[config.mk]
export PLATFORM = sky130hd
export DESIGN_NAME = shortest_job_first_queue
export DESIGN_NICKNAME = d
export VERILOG_FILES = /design/src/rtl/core/sjfq_pkg.sv /design/src/rtl/core/shortest_job_first_queue.sv /design/src/rtl/core/sjfq_cell.sv
export SDC_FILE = /design/constraint.sdc
export NUM_CORES = 1
export LEC_CHECK = 0
export ABC_AREA = 1
export BUFFER_PORTS_ARGS = -buffer_cell sky130_fd_sc_hd__clkbuf_2
export CAP_MARGIN = 20
export CORE_ASPECT_RATIO = 1.1
export CORE_MARGIN = 2
export CORE_UTILIZATION = 34
export CTS_BUF_LIST = sky130_fd_sc_hd__clkbuf_8 sky130_fd_sc_hd__clkbuf_16
export CTS_CLUSTER_SIZE = 28
export DETAILED_ROUTE_END_ITERATION = 12
export PLACE_DENSITY = 0.58
export SYNTH_ARGS = -nofsm -noshare
export SYNTH_HDL_FRONTEND = slang
export SYNTH_SLANG_ARGS = --single-unit
[constraint.sdc]
create_clock -name clk -period 4.99 [get_ports clk]
set_clock_uncertainty 0.1 [all_clocks]
set_input_delay 0.998 -clock clk [delete_from_list [all_inputs] [get_ports clk]]
set_output_delay 0.998 -clock clk [all_outputs]
set_load 0.05 [all_outputs]
[src/rtl/core/sjfq_pkg.sv]
// ----------------------------------------------------------------------------
// sjfq_pkg : shortest-job-first queue shared types and constants
// Beat structs, status codes and the cell control bundle.
// ----------------------------------------------------------------------------
package sjfq_pkg;

	localparam int DEPTH_DEF = 8;
	localparam int ID_W      = 8;
	localparam int BURST_W   = 16;
	localparam int OCC_W     = 4;
	localparam int STATUS_W  = 2;

	localparam logic MODE_ENQ = 1'b0;
	localparam logic MODE_DEQ = 1'b1;

	localparam logic [STATUS_W-1:0] ST_ENQUEUED = 2'd0;
	localparam logic [STATUS_W-1:0] ST_DEQUEUED = 2'd1;
	localparam logic [STATUS_W-1:0] ST_FULL     = 2'd2;
	localparam logic [STATUS_W-1:0] ST_EMPTY    = 2'd3;

	typedef struct packed {
		logic               mode;
		logic [ID_W-1:0]    job_id;
		logic [BURST_W-1:0] burst_time;
	} item_t;

	typedef struct packed {
		logic [STATUS_W-1:0] status;
		logic [ID_W-1:0]     out_id;
		logic [BURST_W-1:0]  out_burst;
		logic [OCC_W-1:0]    occupancy;
	} result_t;

	typedef struct packed {
		logic [ID_W-1:0]    id;
		logic [BURST_W-1:0] burst;
	} entry_t;

	// Broadcast to every cell in the row.
	typedef struct packed {
		logic   enq;
		logic   deq;
		entry_t new_job;
	} cell_ctl_t;

endpackage

[src/rtl/core/shortest_job_first_queue.sv]
// ----------------------------------------------------------------------------
// shortest_job_first_queue : bounded queue returning the shortest job first
// A row of DEPTH cells kept sorted by burst time, ties in arrival order.
// ----------------------------------------------------------------------------
// Usage
//   Command beat: raise start with item (mode, job_id, burst_time); it is
//   taken at the rising edge where start is high and busy is low.
//   mode 0 enqueues the job, mode 1 dequeues the job with the smallest
//   burst time (earliest arrival on a tie).
//   Result beat: done pulses for exactly one cycle, the cycle after the
//   command is taken, with status, out_id, out_burst and occupancy. The
//   receiver cannot stall; it must sample the result while done is high.
//   The result is registered; busy is high during the result cycle, so
//   a new command is not taken until the last one's result is out.
//   Every cell compares its burst with the incoming one in parallel, so all
//   cells update together on an insert or a removal whatever DEPTH is.
//   Full queue on enqueue: drop the job, report full. Empty queue on
//   dequeue: report empty with zero fields.
//   Reset: the job count clears, so the queue is empty at once; cell
//   contents are left as they are and never read before being written.
// ----------------------------------------------------------------------------
module shortest_job_first_queue #(
	parameter int DEPTH = sjfq_pkg::DEPTH_DEF
) (
	input  logic              clk,
	input  logic              arst_n,
	input  logic              start,
	output logic              busy,
	input  sjfq_pkg::item_t   item,
	output logic              done,
	output sjfq_pkg::result_t result
);
	import sjfq_pkg::*;

	localparam int CNT_W = $clog2(DEPTH + 1);

	logic [CNT_W-1:0] count_q;
	logic [CNT_W-1:0] count_nxt;
	logic             busy_q;
	result_t          result_q;

	logic      accept;
	logic      is_full;
	logic      is_empty;
	logic      do_enq;
	logic      do_deq;
	cell_ctl_t ctl;

	logic   used [DEPTH];
	logic   gt   [DEPTH];
	entry_t job  [DEPTH];

	assign accept   = start && !busy_q;
	assign is_full  = (count_q == CNT_W'(DEPTH));
	assign is_empty = (count_q == '0);
	assign do_enq   = accept && (item.mode == MODE_ENQ) && !is_full;
	assign do_deq   = accept && (item.mode == MODE_DEQ) && !is_empty;

	assign ctl.enq             = do_enq;
	assign ctl.deq             = do_deq;
	assign ctl.new_job.id      = item.job_id;
	assign ctl.new_job.burst   = item.burst_time;

	// Row of cells: cell 0 always holds the shortest job.
	for (genvar gi = 0; gi < DEPTH; gi++) begin : g_cell
		assign used[gi] = (count_q > CNT_W'(gi));

		if (gi == 0) begin : g_first
			sjfq_cell u_cell (
				.clk       (clk),
				.ctl       (ctl),
				.used      (used[gi]),
				.left_gt   (1'b0),
				.left_job  ('0),
				.right_job (job[gi+1]),
				.gt        (gt[gi]),
				.job       (job[gi])
			);
		end else if (gi == DEPTH - 1) begin : g_last
			sjfq_cell u_cell (
				.clk       (clk),
				.ctl       (ctl),
				.used      (used[gi]),
				.left_gt   (gt[gi-1]),
				.left_job  (job[gi-1]),
				.right_job ('0),
				.gt        (gt[gi]),
				.job       (job[gi])
			);
		end else begin : g_mid
			sjfq_cell u_cell (
				.clk       (clk),
				.ctl       (ctl),
				.used      (used[gi]),
				.left_gt   (gt[gi-1]),
				.left_job  (job[gi-1]),
				.right_job (job[gi+1]),
				.gt        (gt[gi]),
				.job       (job[gi])
			);
		end
	end

	// Advance the count on a successful insert, drop it on a removal.
	always_comb begin
		count_nxt = count_q;
		if (do_enq) begin
			count_nxt = count_q + CNT_W'(1);
		end else if (do_deq) begin
			count_nxt = count_q - CNT_W'(1);
		end
	end

	always_ff @(posedge clk or negedge arst_n) begin
		if (!arst_n) begin
			count_q <= '0;
			busy_q  <= 1'b0;
		end else begin
			count_q <= count_nxt;
			busy_q  <= accept;
		end
	end

	// Result register: hold the beat for its single strobe cycle.
	always_ff @(posedge clk) begin
		if (accept) begin
			result_q.occupancy <= OCC_W'(count_nxt);
			result_q.out_id    <= '0;
			result_q.out_burst <= '0;
			if (item.mode == MODE_ENQ) begin
				result_q.status <= is_full ? ST_FULL : ST_ENQUEUED;
			end else if (is_empty) begin
				result_q.status <= ST_EMPTY;
			end else begin
				result_q.status    <= ST_DEQUEUED;
				result_q.out_id    <= job[0].id;
				result_q.out_burst <= job[0].burst;
			end
		end
	end

	assign busy   = busy_q;
	assign done   = busy_q;
	assign result = result_q;

endmodule

[src/rtl/core/sjfq_cell.sv]
// ----------------------------------------------------------------------------
// sjfq_cell : one slot of the sorted job row
// Holds one job; on insert shifts right or takes the new job, on removal
// takes its right neighbour's job.
// ----------------------------------------------------------------------------
module sjfq_cell (
	input  logic              clk,
	input  sjfq_pkg::cell_ctl_t ctl,
	input  logic              used,
	input  logic              left_gt,
	input  sjfq_pkg::entry_t  left_job,
	input  sjfq_pkg::entry_t  right_job,
	output logic              gt,
	output sjfq_pkg::entry_t  job
);
	import sjfq_pkg::*;

	entry_t job_q;

	// Empty slots rank behind every job; equal bursts keep arrival order.
	assign gt  = !used || (job_q.burst > ctl.new_job.burst);
	assign job = job_q;

	always_ff @(posedge clk) begin
		if (ctl.deq) begin
			job_q <= right_job;
		end else if (ctl.enq && gt) begin
			job_q <= left_gt ? left_job : ctl.new_job;
		end
	end

endmodule

==> out/metrics.yaml <==
outcome:
  status: "finished clean"
critical_path:
  start_kind: "input pin"
  endpoint_kind: "flip-flop"
  critPathRequiredTime_ns: 5.10
  cp_max_fo: 24
  worstPathArrival_ns: 3.56
  reg2reg_from: "count_q[1]"
  worstSetupPathType: "in -> reg"
  crit_start: "item[2]"
floorplanning:
  core-area_um2: 43400
  die_x_um: 204
  io_pins: 60
  rows: 80
  die_h_um: 224
  die-area_um2: 45800
  initial_core_util: 0.345
sta:
  hold_violations: 0
  rsz0062_at_grt: "no"
  maxSlewViolCount: 0
  tightest_slew_ns: 1.01
  slew_headroom: 0.328
  post-route-period-util: 0.691
  fin_setup_tns_ns: 0
  whs_ns: 0.167
  setup_viol: 0
  fmax_ghz: 0.290
  min_period_ns: 3.45
  setup_ws_ns: 1.54
detailed_routing:
  post_drt_via_cell_ratio: 4.76
  vias: 12300
  drt_iter0_drc: 814
  ant_nets: 0
  first_pass_iters: 5
  routedWlPerCell_um: 14.5
  drc: 0
  wl_um: 37600
layout:
  fin_cells: 2588
  area_growth_pct: 11.6
  num_antenna_cells: 0
  final_layout_size_suffix_gt1_frac: 0.0755
  final_util: 0.385
  final_nets: 2154
  final_common_cell: "nand2_1"
  fillers: 4596
  final_area_um2: 16700
  final_cell_mix: "nand2_1 (691), nand3_1 (329), inv_1 (221)"
clocking:
  numCtsBuffers: 26
  cts_hold_buf: 0
  clkTransAtPathRegs_ns: 0.06
  clk_path_buf_depth: 3
  cts_tree: "done"
  cts-root-buf: "clkbuf_16"
  cts_resized: 0
  htreeDepth: 1
  post_cts_buffers: 0
  clock-sinks: 227
  insertion_delay_ns: 0.54
logic_synthesis:
  synth_area_um2: 15000
  synth_cell_types: 30
  syn_area_per_cell_um2: 7.64
  syn_nets: 2122
  yosysWarnings: 0
  netlist.area_leader.share: 0.397
  ys_seq_area_frac: 0.437
  synth_cells: 1962
  ys_seq_elements: 227
  synthTopCellsByArea: "edfxtp_1 (40%), nand2_1 (17%), ha_1 (11%)"
  yosysTopAreaCell: "edfxtp_1"
power_and_ir_drop:
  p_int_mw: 5.04
  peakVddDrop_mv: 0.310
  p_sw_frac: 0.404
  power_mw: 8.46
  p_seq_frac: 0.369
  clock_power_share: 0.228
  pwr_density_cell_nw_per_um2: 506
  p_sw_mw: 3.42
  leakagePower_nw: 8.17
  comb_power_share: 0.403
min_path:
  hold_class: "in -> async"
placed_design:
  gp_congestion: 0.817
  port_buffers: 59
  post-place-ws_ns: 1.02
  place_inst: 2540
  placed_area_um2: 15900
  hpwl_um: 27800
global_routing:
  first_global_vias: 12400
  overflow: 0
  track_usage: 0.166
  antenna_found_initial: 0
  grt_max_degree: 195
  grt_first_pass_wirelength_um: 63000
flow_run:
  drv_cap: 0
[cell families (layout without fill, tap and decap cells)]
logic type	Yosys count	after routing	share of synthesized area
DFF	227	227	0.437
buffers and inverters	331	383	0.0902
AOI/OAI and AO/OA	116	116	0.0412
and+or+nand+nor	1153	1153	0.320
xor gates and xnor gates	3	3	0.00175
adders and majority gates	132	132	0.110
[synthesized netlist by cell type]
master,n
nand3_1,329
a21oi_1,54
clkbuf_1,30
edfxtp_1,198
clkinv_1,15
a21o_1,2
xor2_1,3
nand2_1,691
nand2_4,1
o21a_1,6
inv_2,5
o31ai_1,1
o21ai_0,50
dfxtp_1,24
dfrtp_1,5
ha_1,132
nand4_1,9
nor2_1,116
or2_2,1
nor2_4,1
nor3_1,2
o31ai_2,1
buf_6,2
o21ai_2,2
nor2_2,2
buf_1,1
nand2_2,1
buf_2,51
buf_4,8
inv_1,219
[state kept, by name (all words and copies together) (netlist names)]
register and flops:
busy 1, count_q 4, g_cell.g_first.u_cell.job 24, g_cell.g_last.u_cell.job 24
g_cell.g_mid.u_cell.job 144, result 30
[power by group through the flow]
stage	clock network, mW	registers, mW	logic [mW]
floorplan	0	3.15	2.54
global placement	0	3.14	3.33
finish	1.93	3.12	3.41
global route	2.04	3.18	3.98
CTS	1.98	3.12	3.44
detailed placement	0	3.16	3.43
[path summary, 6_finish.rpt]
path / endpoint / slack [ns] / cells past startpoint
setup reg to reg: g_cell[4].g_mid.u_cell.job[3] / 1.69 / 11
hold / removal: count_q[0] / 0.17 / 1
setup / recovery: g_cell[4].g_mid.u_cell.job[3] / 1.54 / 14
hold reg to reg: g_cell[7].g_last.u_cell.job[21] / 0.41 / 4
min in group clk: g_cell[7].g_last.u_cell.job[21] / 0.41 / 4
max in group asynchronous: count_q[1] / 4.48 / 1
[critical path: stages]
cell and delay [ns]:
clkbuf_2 0.10, clkinv_1 0.48, ha_1 0.52, nand2_1 0.06, o21ai_0 0.30, nand2_1 0.10, nand2_1 0.09, nand2_1 0.06
nand2_1 0.05, nand2_1 0.06, nand2_1 0.24, nand2_1 0.09, nand2_1 0.08, buf_4 0.30
[area by class of cell]
class / count / area (µm²) / share of cell area
well taps: 574 / 718 / 0.0429
clock buffers: 32 / 756 / 0.0452
inverters: 239 / 900 / 0.0538
repair buffers: 96 / 598 / 0.0358
clock inverters: 16 / 106 / 0.00636
flip-flops and latches: 227 / 6550 / 0.392
multi-input cells: 1404 / 7090 / 0.424
[metal layers]
| layer | up-vias | GRT usage | part of all wire |
|---|---|---|---|
| met4 | 0 | 0.0463 | 0.020 |
| li1 | 6461 | - | - |
| met2 | 268 | 0.286 | 0.47 |
| met1 | 5543 | 0.221 | 0.47 |
| met3 | 50 | 0.0175 | 0.041 |
| met5 | - | 0 | 0 |
Power figures use the tool's default switching activity.
